### config.mk
export PLATFORM = sky130hd
export DESIGN_NAME = lcm_front
export DESIGN_NICKNAME = d
export VERILOG_FILES = /design/src/lcm_pkg.sv /design/src/lcm_front.sv
export SDC_FILE = /design/constraint.sdc
export NUM_CORES = 1
export LEC_CHECK = 0
export ABC_AREA = 0
export BUFFER_PORTS_ARGS = -buffer_cell sky130_fd_sc_hd__buf_2
export CAP_MARGIN = 15
export CELL_PAD_IN_SITES_DETAIL_PLACEMENT = 0
export CELL_PAD_IN_SITES_GLOBAL_PLACEMENT = 1
export CORE_ASPECT_RATIO = 1.4
export CORE_UTILIZATION = 49
export DETAILED_ROUTE_END_ITERATION = 16
export PLACE_DENSITY = 0.95
export SYNTH_ARGS = -nofsm -noshare
export SYNTH_HDL_FRONTEND = slang
export SYNTH_SLANG_ARGS = --single-unit
### constraint.sdc
create_clock -name vclk -period 17.27
set_input_delay 3.454 -clock vclk [all_inputs]
set_output_delay 3.454 -clock vclk [all_outputs]
set_load 0.005 [all_outputs]
### src/lcm_pkg.sv
`timescale 1ns / 1ps
`default_nettype none
// ----------------------------------------------------------------------------
// lcm_pkg
// Shared types and constants of the letterbox coordinate mapper.
// ----------------------------------------------------------------------------
package lcm_pkg;

    localparam int DIM_BITS_DEF = 12;
    localparam int COORD_W      = 16;
    localparam int REG_IDX_W    = 3;
    localparam int MID_DEPTH    = 4;
    localparam int OUT_DEPTH    = 2;

    localparam int RST_SRC_W = 1024;
    localparam int RST_SRC_H = 600;
    localparam int RST_DST_W = 1024;
    localparam int RST_DST_H = 600;
    localparam int RST_IMG_W = 1024;
    localparam int RST_IMG_H = 600;

    typedef enum logic [REG_IDX_W-1:0] {
        REG_SRC_W = 3'd0,
        REG_SRC_H = 3'd1,
        REG_DST_W = 3'd2,
        REG_DST_H = 3'd3,
        REG_IMG_W = 3'd4,
        REG_IMG_H = 3'd5
    } t_reg_idx;

    typedef struct packed {
        logic signed [COORD_W-1:0] x_in;
        logic signed [COORD_W-1:0] y_in;
    } t_in;

    typedef struct packed {
        logic signed [COORD_W-1:0] x_out;
        logic signed [COORD_W-1:0] y_out;
        logic                      mapped;
    } t_out;

endpackage
`default_nettype wire

### src/lcm_front.sv
`timescale 1ns / 1ps
`default_nettype none
// ----------------------------------------------------------------------------
// lcm_front
// Classifies a point as mapped or pass-through, clamps each axis to the
// source range and forms the first scaling product.
// ----------------------------------------------------------------------------
module lcm_front #(
    parameter int DIM_BITS = lcm_pkg::DIM_BITS_DEF,
    parameter int ENTRY_W  = 1 + 2*lcm_pkg::COORD_W + 4*DIM_BITS
) (
    input  wire lcm_pkg::t_in        i_in,
    input  wire logic [DIM_BITS-1:0] i_src_w,
    input  wire logic [DIM_BITS-1:0] i_src_h,
    input  wire logic [DIM_BITS-1:0] i_img_w,
    input  wire logic [DIM_BITS-1:0] i_img_h,
    output logic      [ENTRY_W-1:0]  o_entry
);
    localparam int CW = lcm_pkg::COORD_W;

    logic                mapped;
    logic [DIM_BITS-1:0] cx;
    logic [DIM_BITS-1:0] cy;
    logic [2*DIM_BITS-1:0] px;
    logic [2*DIM_BITS-1:0] py;

    function automatic logic [DIM_BITS-1:0] clamp_axis(
        input logic signed [CW-1:0] c,
        input logic [DIM_BITS-1:0]  s
    );
        logic [CW-2:0] cu;
        logic [CW-2:0] su;
        cu = c[CW-2:0];
        su = (CW-1)'(s);
        if (c[CW-1]) begin
            return '0;
        end else if (cu > su) begin
            return s;
        end else begin
            return cu[DIM_BITS-1:0];
        end
    endfunction

    assign mapped = (i_img_w != '0) && (i_img_h != '0);
    assign cx     = clamp_axis(i_in.x_in, i_src_w);
    assign cy     = clamp_axis(i_in.y_in, i_src_h);
    assign px     = (2*DIM_BITS)'(cx) * (2*DIM_BITS)'(i_img_w);
    assign py     = (2*DIM_BITS)'(cy) * (2*DIM_BITS)'(i_img_h);
    assign o_entry = {mapped, i_in.x_in, i_in.y_in, px, py};

endmodule
`default_nettype wire

==> out/summary.txt <==
Drt via density - 6.213
Starting Density - 0.4999
Synth Area per Inst - 6.968 µm²
CP Capture Type - output pin
Slew Limit Headroom - 0.3891
Largest net degree at the start of global routing - 84
Reg area - 0 µm²
Die Y - 203.4 µm
Dpl cells - 2,364
Worst-Margin Slew - 916.3 ps
Critical path peak fanout - 63
Initial antenna violation count - 2
Routed WL - 44.24 mm
Cell repeated most along the worst path - fa_1
Design Area, Final - 14,690 µm²
Unrepaired setup endpoints after global routing - false
Non-Filler Instances - 2,367
Crit path kind - in -> out
CP Launch Point - i_src_h[9]
First-pass GRT wire length - 71.55 mm
Placement row count - 73
Final hold violation count - 0
Critical Path Slowest Stage Cell - nand2_2
Post-DP HPWL - 33.18 mm
Leakage - 6.967 nW
Routed vias - 14,710
Die Wd - 145.9 µm
Mapped cell area - 14,200 µm²
Hold WS - 7089 ps
Pins Over Slew Limit - 0
Final GP Congestion - 0.9154
Gr ovfl total - 0
Max rail drop VDD - 0.1253 mV
DRT iter0 DRCs - 1,414
All-Layer GR Usage - 0.2970
Max Clk Rate - 68.08 MHz
Crit path max-delay family - adder cells
Nets@finish - 2,420
Worst EP required - 13,820 ps
Final Util - 0.5172
Share of layout cells above drive strength 1 - 0.1085
Period Utilization, post-route - 0.8505
Count of cell types in the netlist - 55
Pwr Density - 71.70 nW/µm²
Worst stage delay on the critical path - 640 ps
Min-delay worst type - in -> out
Boundary pin count - 161
Avg WL per Cell - 18.69 µm
Most frequent cells in the layout - nand2_1, inv_1, fa_1
Seq/Total Area, Yosys - 0
Synthesized net count - 2,466
Max-Cap Viols - 0
Post-CTS Resized - 0
ANT nets after route - 0
Filler cell count - 2,789
Critical Path Start Type - input port
WP buf/inv - 8
Synth Instances - 2,038
WP data arrival - 11,230 ps
Post-CTS Setup Inserts - 0
DRC - 0
HP Start - i_in[13]
Area growth, synth to finish - 3.463%
Final setup fails - 0
Total Neg Setup Slack - 0 ps
Commonest non-fill, non-tap cell in the layout - nand2_1
Detailed Routing Iterations Pass 1 - 6
Yosys warning total - 0
Placed cell area - 14,670 µm²
Clock buf count - 0
I/O Buffers - 161
Status - finished clean
Die ar. - 29,670 µm²
Num sequential - 0
Vias in the first global route - 13,870
# hold bufs at CTS - 0
Period minus WS final - 14,690 ps
Core area - 28,410 µm²
cell usage after synthesis (2+ instances only):
master	instances	area share
nand2_1	305	0.081
inv_1	296	0.078
fa_1	200	0.28
clkbuf_1	174	0.046
nor3_1	174	0.061
a31oi_1	167	0.074
ha_1	148	0.13
o21ai_0	147	0.052
nand4_1	128	0.056
buf_4	41	0.022
nor2_1	33	0.0087
a21oi_1	32	0.011
nor2b_1	31	0.014
xnor2_1	25	0.015
buf_2	21	0.0074
o21a_1	12	0.0063
a21o_1	11	0.0058
a211oi_1	8	0.0042
nand3_1	8	0.0028
nor4_1	8	0.0035
clkbuf_2	6	0.0021
o31a_1	5	0.0031
o31ai_1	5	0.0026
xor2_1	5	0.0031
buf_1	4	0.0011
and2_1	3	0.0013
o211ai_1	3	0.0016
a311o_1	2	0.0014
and3_1	2	0.00088
nand2_2	2	0.00088
nand2b_1	2	0.00088
nor3_2	2	0.0014
o2111ai_1	2	0.0012
o22ai_1	2	0.00088
o41ai_2	2	0.0023
or3_1	2	0.00088
or3_4	2	0.0016
power by group:
part	total, mW	switching, mW	internal (mW)
clock	0.0000000155	0	0.0000000155
combinational	1.05	0.609	0.445
sequential	0	0	0
total	1.05	0.609	0.445
layout make-up:
cell class,instances,area [µm²],share of cell area
diodes,2,5.005,0.0003407
inverters,296,1111,0.07563
multi-input cells,1496,12020,0.8178
well taps,375,469.2,0.03194
repair buffers,198,1091,0.07426
kinds of logic (layout without fill, tap and decap cells):
| logic type | Yosys count | after routing | share of synthesized area |
|---|---|---|---|
| other | 0 | 2 | 0 |
| AO/OA/AOI/OAI | 409 | 409 | 0.1730 |
| XOR/XNOR | 30 | 30 | 0.01850 |
| multiplexers | 3 | 3 | 0.002467 |
| buffers and inverters | 542 | 494 | 0.1565 |
| adder cells (fa/ha/maj) | 348 | 348 | 0.4124 |
| AND/OR/NAND/NOR | 706 | 706 | 0.2372 |
path summary, 6_finish.rpt:
path  depth (start not counted)          end  slack, ps
max                          26  o_entry[23]       2580
min                           2  o_entry[61]       7090
through the flow:
| step | worst slack, ps | power, mW |
|---|---|---|
| 4_1_cts | 2535 | 1.056 |
| 6_report | 2581 | 1.053 |
| 3_5_place_dp | 2579 | 1.047 |
| 2_1_floorplan | 4239 | 0.7276 |
| 3_3_place_gp | 2690 | 1.033 |
| 5_1_grt | 2157 | 1.190 |
metal layers:
layer	track usage	part of all wire
met5	0	0.00025
met4	0.1327	0.052
met3	0.02975	0.086
met2	0.5313	0.50
met1	0.3592	0.37
(Power assumes the default switching activity.)
