`src/lcm_fifo.sv`:
```
`timescale 1ns / 1ps
`default_nettype none
// ----------------------------------------------------------------------------
// lcm_fifo
// Small register queue; depth must be a power of two.
// ----------------------------------------------------------------------------
module lcm_fifo #(
    parameter int WIDTH = 8,
    parameter int DEPTH = 4
) (
    input  wire logic             i_clk,
    input  wire logic             i_rst_n,
    input  wire logic             i_push,
    input  wire logic [WIDTH-1:0] i_data,
    input  wire logic             i_pop,
    output logic      [WIDTH-1:0] o_data,
    output logic                  o_full,
    output logic                  o_empty
);
    localparam int AW = (DEPTH > 1) ? $clog2(DEPTH) : 1;

    logic [WIDTH-1:0] r_mem [DEPTH];
    logic [AW-1:0]    r_wr;
    logic [AW-1:0]    r_rd;
    logic [AW:0]      r_cnt;
    logic             wr_en;
    logic             rd_en;

    assign o_full  = (r_cnt == (AW+1)'(DEPTH));
    assign o_empty = (r_cnt == '0);
    assign wr_en   = i_push && !o_full;
    assign rd_en   = i_pop && !o_empty;
    assign o_data  = r_mem[r_rd];

    always_ff @(posedge i_clk) begin
        if (!i_rst_n) begin
            r_wr  <= '0;
            r_rd  <= '0;
            r_cnt <= '0;
        end else begin
            if (wr_en) begin
                r_wr <= r_wr + 1'b1;
            end
            if (rd_en) begin
                r_rd <= r_rd + 1'b1;
            end
            if (wr_en && !rd_en) begin
                r_cnt <= r_cnt + 1'b1;
            end else if (rd_en && !wr_en) begin
                r_cnt <= r_cnt - 1'b1;
            end
        end
    end

    always_ff @(posedge i_clk) begin
        if (wr_en) begin
            r_mem[r_wr] <= i_data;
        end
    end

endmodule
`default_nettype wire

```
`config.mk`:
```
export PLATFORM = sky130hd
export DESIGN_NAME = lcm_fifo
export DESIGN_NICKNAME = d
export VERILOG_FILES = /design/src/lcm_fifo.sv
export SDC_FILE = /design/constraint.sdc
export NUM_CORES = 1
export LEC_CHECK = 0
export BUFFER_PORTS_ARGS = -buffer_cell sky130_fd_sc_hd__buf_4
export CAP_MARGIN = 20
export CORE_MARGIN = 1.5
export CORE_UTILIZATION = 55
export DETAILED_ROUTE_END_ITERATION = 16
export PLACE_DENSITY_LB_ADDON = 0.1
export RECOVER_POWER = 50
export SETUP_SLACK_MARGIN = 0.05
export SLEW_MARGIN = 20
export SYNTH_ARGS = -nofsm -noshare
export SYNTH_HDL_FRONTEND = slang
export SYNTH_SLANG_ARGS = --single-unit
```
`constraint.sdc`:
```
create_clock -name i_clk -period 3.1 [get_ports i_clk]
set_clock_uncertainty 0.15 [all_clocks]
set_input_delay 0.31 -clock i_clk [delete_from_list [all_inputs] [get_ports i_clk]]
set_output_delay 0.31 -clock i_clk [all_outputs]
set_load 0.005 [all_outputs]
```
==> results of run 1 <==
[cells in the mapped netlist (all sizes together)]
cell type	instances	share of area, %
inv	3	0.69
ha	5	3.8
mux4	8	11
xor2	1	0.53
nor3b	1	0.76
nor2b	2	0.76
and2	8	3.1
buf	3	1.2
o311ai	1	0.53
o31ai	1	0.76
a21boi	1	0.46
clkbuf	1	0.23
fa	1	1.2
or3	1	0.38
dfxtp	9	11
mux2i	3	1.8
nor3	1	0.31
o21ai	1	0.31
edfxtp	32	59
nand2	4	0.92
xnor2	3	1.6
[per-stage QoR]
step	hold slack, ns	setup WS [ns]	cell area, µm²	util (%)
2_1_floorplan	0.2589	0.9344	1639	-
3_3_place_gp	0.3407	0.7364	1812	65.14
3_5_place_dp	0.3609	0.6118	1812	65.14
4_1_cts	0.001860	0.5844	1954	70.27
5_1_grt	0.09495	0.3974	1944	69.91
6_report	0.1001	0.6066	1944	69.91
[area by class of cell]
type,count,area [µm²]
clock buffers,5,37.54
clock inverters,3,65.06
fillers,188,837.1
inverters,3,11.26
multi-input cells,42,452.9
flip-flops and latches,41,1141
well taps,31,38.79
repair buffers,28,197.7
[flip-flops by register name, indices dropped and copies added, names as in the netlist, named ones only]
register / cells
r_wr: 2
r_cnt: 3
r_rd: 2
r_mem: 32
[metal layers]
layer | track usage (%) | vias to the layer above | part of all wire, %
met5 | 0 | - | 0
met3 | 6.803 | 4 | 5.4
li1 | - | 398 | -
met2 | 24.84 | 26 | 49
met1 | 23.60 | 414 | 43
met4 | 8.970 | 0 | 1.9
[power by group through the flow]
stage / Combinational, µW / Sequential, µW / Clock (µW)
after floorplan: 276 / 724 / 0
after global placement: 373 / 766 / 0
after detailed placement: 380 / 773 / 0
after CTS: 386 / 760 / 424
after global routing: 414 / 770 / 449
final: 375 / 753 / 413
[final timing paths]
check,start,to,cells after the start
worst max-delay path,r_cnt[0]$_SDFFE_PN0P_,r_cnt[2]$_SDFFE_PN0P_,8
worst min-delay path,i_rst_n,flop,2
worst max register to register,r_cnt[0]$_SDFFE_PN0P_,r_cnt[2]$_SDFFE_PN0P_,8
worst min register to register,r_wr[1]$_SDFFE_PN0P_,r_wr[1]$_SDFFE_PN0P_,2
[timing repair]
action | 4_1_cts | 5_1_grt
hold buffers | 4 | 3
endpoints found under the hold margin | 16 | 12
setup buffers | 0 | 0
[cell families after synthesis]
family	after synthesis	share of synthesized area (%)
xor gates and xnor gates	4	2.138
muxes	11	12.82
and+or+nand+nor	17	6.183
buffers and inverters	7	2.137
adders and majority gates	6	5.038
DFF	41	69.62
AOI/OAI and AO/OA	4	2.061
[layout by cell type, fill, tap and decap left out, types with 2 or more instances in the layout]
master,Yosys,routed
dlygate4sd3_1,0,7
xnor2_1,3,3
and2_1,8,5
nand2_1,4,4
bufinv_16,0,2
nor2b_1,2,2
dfxtp_1,9,9
buf_4,0,13
clkbuf_1,1,8
and2_0,0,3
mux4_2,8,8
mux2i_1,3,3
clkbuf_4,0,5
inv_1,3,3
edfxtp_1,32,32
ha_1,5,5
[critical path, cell delays in order (launching register included)]
cell,delay (ns)
dfxtp_1,0.47
nor3b_1,0.11
nor2b_1,0.39
ha_1,0.27
inv_1,0.07
fa_1,0.37
xor2_1,0.15
or3_1,0.31
a21boi_1,0.13
==> flow_metrics.env, run 1 <==
export IMPL_viasPerCell=5.503
export IMPL_synth_nets=108
export IMPL_htreeDepth=2
export IMPL_die_area_mm2=0.003317
export IMPL_insertion_delay_ns=0.34
export IMPL_cts_sinks=41
export IMPL_vias=842
export IMPL_status="finished clean"
export IMPL_yosys_cell_types_count=23
export IMPL_max_freq_mhz=401.1
export IMPL_dr_pass1_iters=4
export IMPL_ctsRootBufferMaster="clkbuf_4"
export IMPL_intPower_uw=1158
export IMPL_p_seq_share_pct=48.8
export IMPL_crit_path_end_kind="flop"
export IMPL_yosysWarnings=0
export IMPL_grt_first_pass_wirelength_um=3974
export IMPL_setup_tns_ns=0
export IMPL_final_nets=139
export IMPL_yosysSeqAreaShare_pct=69.62
export IMPL_maxCapViolations=0
export IMPL_cts_tree="built"
export IMPL_clkPwrFrac_pct=26.8
export IMPL_fp_dieH_um=57.59
export IMPL_wl_per_cell_um=15.86
export IMPL_setup_viol=0
export IMPL_numPortBuffers=21
export IMPL_start_kind="flop"
export IMPL_n_antenna_cell=0
export IMPL_drt_first_iter_violations=18
export IMPL_finalCritPeriodShare_pct=80.43
export IMPL_dp_cells=138
export IMPL_area_delta_synth_final_pct=18.63
export IMPL_slew_viol_final=0
export IMPL_clk_pin_slew_ns=0.11
export IMPL_netlist_area_mm2=0.001639
export IMPL_row_count=19
export IMPL_layout_min_cycle_time_ns=2.493
export IMPL_hold_viol_final=0
export IMPL_dp_hpwl_um=1702
export IMPL_antenna_found_initial=0
export IMPL_clock_path_buffers=2
export IMPL_synthCells=90
export IMPL_switching_share_pct=24.86
export IMPL_cts_resized=0
export IMPL_reg2reg_slack_ns=0.61
export IMPL_worst_pin_slew_ns=0.5692
export IMPL_grt_pass1_vias=834
export IMPL_power_switching_uw=383.3
export IMPL_drive_above_1_share_pct=23.77
export IMPL_syn_avg_cell_area_um2=18.21
export IMPL_grtUsageTotal_pct=17.48
export IMPL_core_area_mm2=0.002781
export IMPL_place_gp_congestion=0.6909
export IMPL_relSlewSlack_pct=62.00
export IMPL_die_width_um=57.59
export IMPL_cts_made_buffers=5
export IMPL_grt_max_degree=14
export IMPL_cp_max_fo=7
export IMPL_power_density_mw_per_mm2=792.8
export IMPL_worstPathRequired_ns=3.23
export IMPL_finalNonFillerCells=153
export IMPL_criticalPathCategory="reg2reg"
export IMPL_p_leak_uw=0.0006922
export IMPL_drtAntennaViolNets=0
export IMPL_wirelength_um=2426
export IMPL_drc_errors=0
export IMPL_grt_overflow_total=0
export IMPL_rsz0062_at_grt="false"
export IMPL_p_comb_share_pct=24.3
export IMPL_ios=22
export IMPL_power_total_uw=1541
export IMPL_arrival_ns=2.63
export IMPL_vdd_drop_max_v=0.0007774
export IMPL_start_util_pct=58.93
export IMPL_ys_ff_latch=41
export IMPL_hold_class="in2reg"
No activity file was read; power rests on OpenSTA's default activity.
==> inputs of run 2 (changes only) <==
ABC_AREA = 1   (was unset)
CORE_UTILIZATION = 50   (was 55)
clock period = 2.1 ns   (was 3.1 ns; I/O delays follow)
==> run 2 against run 1 <==
Maximum frequency up 23%. Total power up 47%. Sequential cell count unchanged. Critical path type unchanged.
==> flow_metrics.env, run 2 <==
export IMPL_status="finished clean"
export IMPL_largest_register="r_mem"
export IMPL_maxCapViolations=0
export IMPL_power_density_mw_per_mm2=1084
export IMPL_reg_top3="r_mem (32), r_cnt (3)"
export IMPL_rsz0062_at_grt="true"
export IMPL_fill_cells=251
export IMPL_cp_common_cell="nand2_1"
export IMPL_cts_tree="built"
export IMPL_clkPwrFrac_pct=19.3
export IMPL_intPower_uw=1534
export IMPL_synth_edf_count=32
export IMPL_hold_class="in2reg"
export IMPL_crit_buf_inv=2
export IMPL_drc_errors=0
export IMPL_hold_viol_final=0
export IMPL_grtUsageTotal_pct=18.95
export IMPL_multi_input_area_um2=466.7
export IMPL_finalCritPeriodShare_pct=96.24
export IMPL_final_common_cell="edfxtp_1"
export IMPL_start_util_pct=53.88
export IMPL_yosysSeqAreaShare_pct=67.71
export IMPL_worstPathRequired_ns=2.20
export IMPL_final_core_util_pct=66.68
export IMPL_largest_reg_flops=32
export IMPL_htreeDepth=2
export IMPL_hold_ws_ns=0.02549
export IMPL_setup_viol=0
export IMPL_relSlewSlack_pct=64.00
export IMPL_layout_min_cycle_time_ns=2.021
export IMPL_critPathMaxStageDelay_ns=0.38
export IMPL_cts_made_buffers=5
export IMPL_synth_nets=164
export IMPL_synth_ff_type="edfxtp_1"
export IMPL_core_area_mm2=0.003128
export IMPL_viasPerCell=4.863
export IMPL_drive_above_1_share_pct=21.05
export IMPL_power_switching_uw=727.2
export IMPL_netlist_area_mm2=0.001685
export IMPL_grt_overflow_total=0
export IMPL_fp_dieH_um=61.06
export IMPL_synth_top_area_share_pct=57.02
export IMPL_async_flop_share_pct=0
export IMPL_ys_ff_latch=41
export IMPL_clock_path_buffers=2
export IMPL_die_width_um=61.06
export IMPL_rr_endpoint="r_cnt[2]$_SDFFE_PN0P_"
export IMPL_grt_max_degree=17
export IMPL_whs_path_depth=3
export IMPL_regArea_mm2=0.001150
export IMPL_drtAntennaViolNets=0
export IMPL_ios=22
export IMPL_grt_pass1_vias=1139
export IMPL_wl_per_cell_um=13.47
export IMPL_switching_share_pct=32.16
export IMPL_worstHoldStart="i_pop"
export IMPL_drt_first_iter_violations=44
export IMPL_p_seq_share_pct=48.1
export IMPL_cp_max_fo=4
export IMPL_syn_avg_cell_area_um2=11.54
export IMPL_p_comb_share_pct=32.6
export IMPL_cts_sinks=41
export IMPL_row_count=20
export IMPL_yosysWarnings=0
export IMPL_ff2ff_path_depth=12
export IMPL_area_delta_synth_final_pct=23.76
export IMPL_vias=1138
export IMPL_final_nets=207
export IMPL_worstPathCellList="nor2_4 > nand2_2 > nand2_2 > ha_1 > inv_1 > fa_1 > inv_1 > nand2_1 > nand3_1 > nand2_1 > nand2_1 > nor2_1"
export IMPL_vdd_drop_max_v=0.0006585
export IMPL_synthTopCellsByArea="edfxtp_1, dfxtp_1, nor2_1, o21ai_0, inv_1"
export IMPL_wirelength_um=3151
export IMPL_numPortBuffers=21
export IMPL_p_leak_uw=0.0008183
export IMPL_hold_end="r_rd[1]$_SDFFE_PN0P_"
export IMPL_dr_pass1_iters=4
export IMPL_critPathTopFamily="simple AND/OR/NAND/NOR gates"
export IMPL_synthTopCellsByCount="edfxtp_1, nor2_1, inv_1"
export IMPL_dp_hpwl_um=2035
export IMPL_r2r_start="r_cnt[1]$_SDFFE_PN0P_"
export IMPL_max_freq_mhz=494.8
export IMPL_antenna_found_initial=0
export IMPL_insertion_delay_ns=0.34
export IMPL_die_area_mm2=0.003728
export IMPL_reg2reg_slack_ns=0.08
export IMPL_worst_pin_slew_ns=0.5401
export IMPL_crit_path_end_kind="flop"
export IMPL_yosys_cell_types_count=18
export IMPL_grt_first_pass_wirelength_um=4933
export IMPL_n_antenna_cell=0
export IMPL_synth_top_cell_by_area="edfxtp_1"
export IMPL_start_kind="flop"
export IMPL_slew_viol_final=0
export IMPL_arrival_ns=2.12
export IMPL_clk_pin_slew_ns=0.12
export IMPL_yosysMostFrequentCell="edfxtp_1"
export IMPL_ctsRootBufferMaster="clkbuf_4"
export IMPL_criticalPathCategory="reg2reg"
export IMPL_critPathSlowestCell="dfxtp_4"
export IMPL_place_gp_congestion=0.7401
export IMPL_synthCells=146
export IMPL_final_cell_mix="edfxtp_1, nor2_1, buf_4"
run 2: changes by cell type after synthesis, moves of 4 or more:
cell     delta
mux4_2      -8
and2_1      -8
nand2_1     +9
nor2_1     +30
o22ai_1     +8
o21ai_0    +12
nand3_1     +4
inv_1      +14
run 2: worst register-to-register path, stage by stage, from the launching register on:
cell and delay, ns:
dfxtp_4 0.38, nor2_4 0.14, nand2_2 0.10, nand2_2 0.10, ha_1 0.18, inv_1 0.07
fa_1 0.38, inv_1 0.08, nand2_1 0.06, nand3_1 0.09, nand2_1 0.08, nand2_1 0.08
nor2_1 0.04
run 2: routing by layer:
metal	part of all wire (%)	global-route usage [%]	vias up
li1	-	-	580
met1	40	20.78	525
met5	0	0	-
met2	54	34.65	27
met4	1.3	6.522	0
met3	4.1	5.672	6
run 2: cell families (layout without fill, tap and decap cells):
family | count (synthesis) | count (layout) | synth area share [%]
AOI/OAI and AO/OA | 28 | 28 | 9.577
xor gates and xnor gates | 1 | 1 | 0.5198
adders and majority gates | 6 | 6 | 4.900
buffers and inverters | 20 | 64 | 5.345
DFF | 41 | 41 | 67.71
and+or+nand+nor | 50 | 50 | 11.95
run 2: repair_timing:
item	CTS	global route
hold buffers	10	0
endpoints found under the setup margin	1	3
hold endpoints to repair	36	0
gates resized for setup	1	9
setup buffers	0	2
run 2: area by class of cell:
| class | count | area share (%) |
|---|---|---|
| multi-input combinational | 85 | 22.38 |
| clock buffer | 7 | 3.119 |
| clock inverter | 1 | 0.2400 |
| sequential | 41 | 55.13 |
| timing repair buffer | 38 | 13.26 |
| tap | 44 | 2.639 |
| inverter | 18 | 3.239 |
run 2: worst max-delay path by stage:
stage | startpoint | endpoint | slack (ns) | cells past startpoint
2_1_floorplan | r_cnt[0]$_SDFFE_PN0P_ | r_cnt[2]$_SDFFE_PN0P_ | 0.26 | 13
3_3_place_gp | r_cnt[0]$_SDFFE_PN0P_ | r_cnt[2]$_SDFFE_PN0P_ | 0.18 | 13
3_5_place_dp | r_cnt[0]$_SDFFE_PN0P_ | r_cnt[2]$_SDFFE_PN0P_ | 0.06 | 13
4_1_cts | r_cnt[1]$_SDFFE_PN0P_ | r_cnt[2]$_SDFFE_PN0P_ | 0.07 | 13
5_1_grt | r_cnt[1]$_SDFFE_PN0P_ | r_cnt[2]$_SDFFE_PN0P_ | -0.04 | 12
6_report | r_cnt[1]$_SDFFE_PN0P_ | r_cnt[2]$_SDFFE_PN0P_ | 0.08 | 12
run 2: power by group through the flow:
stage	sequential [µW]	clock, µW	combinational (µW)
2_1_floorplan	1070	0	424
3_3_place_gp	1090	0	646
3_5_place_dp	1090	0	675
4_1_cts	1080	449	691
5_1_grt	1100	485	830
6_report	1090	436	738
run 2: stage by stage:
| stage | setup WS [ns] | TNS [ns] | instances | total power, µW | area [µm²] |
|---|---|---|---|---|---|
| after floorplan | 0.2573 | 0 | 146 | 1492 | 1685 |
| after CTS | 0.06583 | 0 | 232 | 2216 | 2085 |
| after detailed placement | 0.06293 | 0 | 214 | 1767 | 1913 |
| after global routing | -0.04131 | -0.04131 | 234 | 2414 | 2086 |
| after global placement | 0.1806 | 0 | 214 | 1732 | 1913 |
| final | 0.07903 | 0 | 234 | 2261 | 2086 |
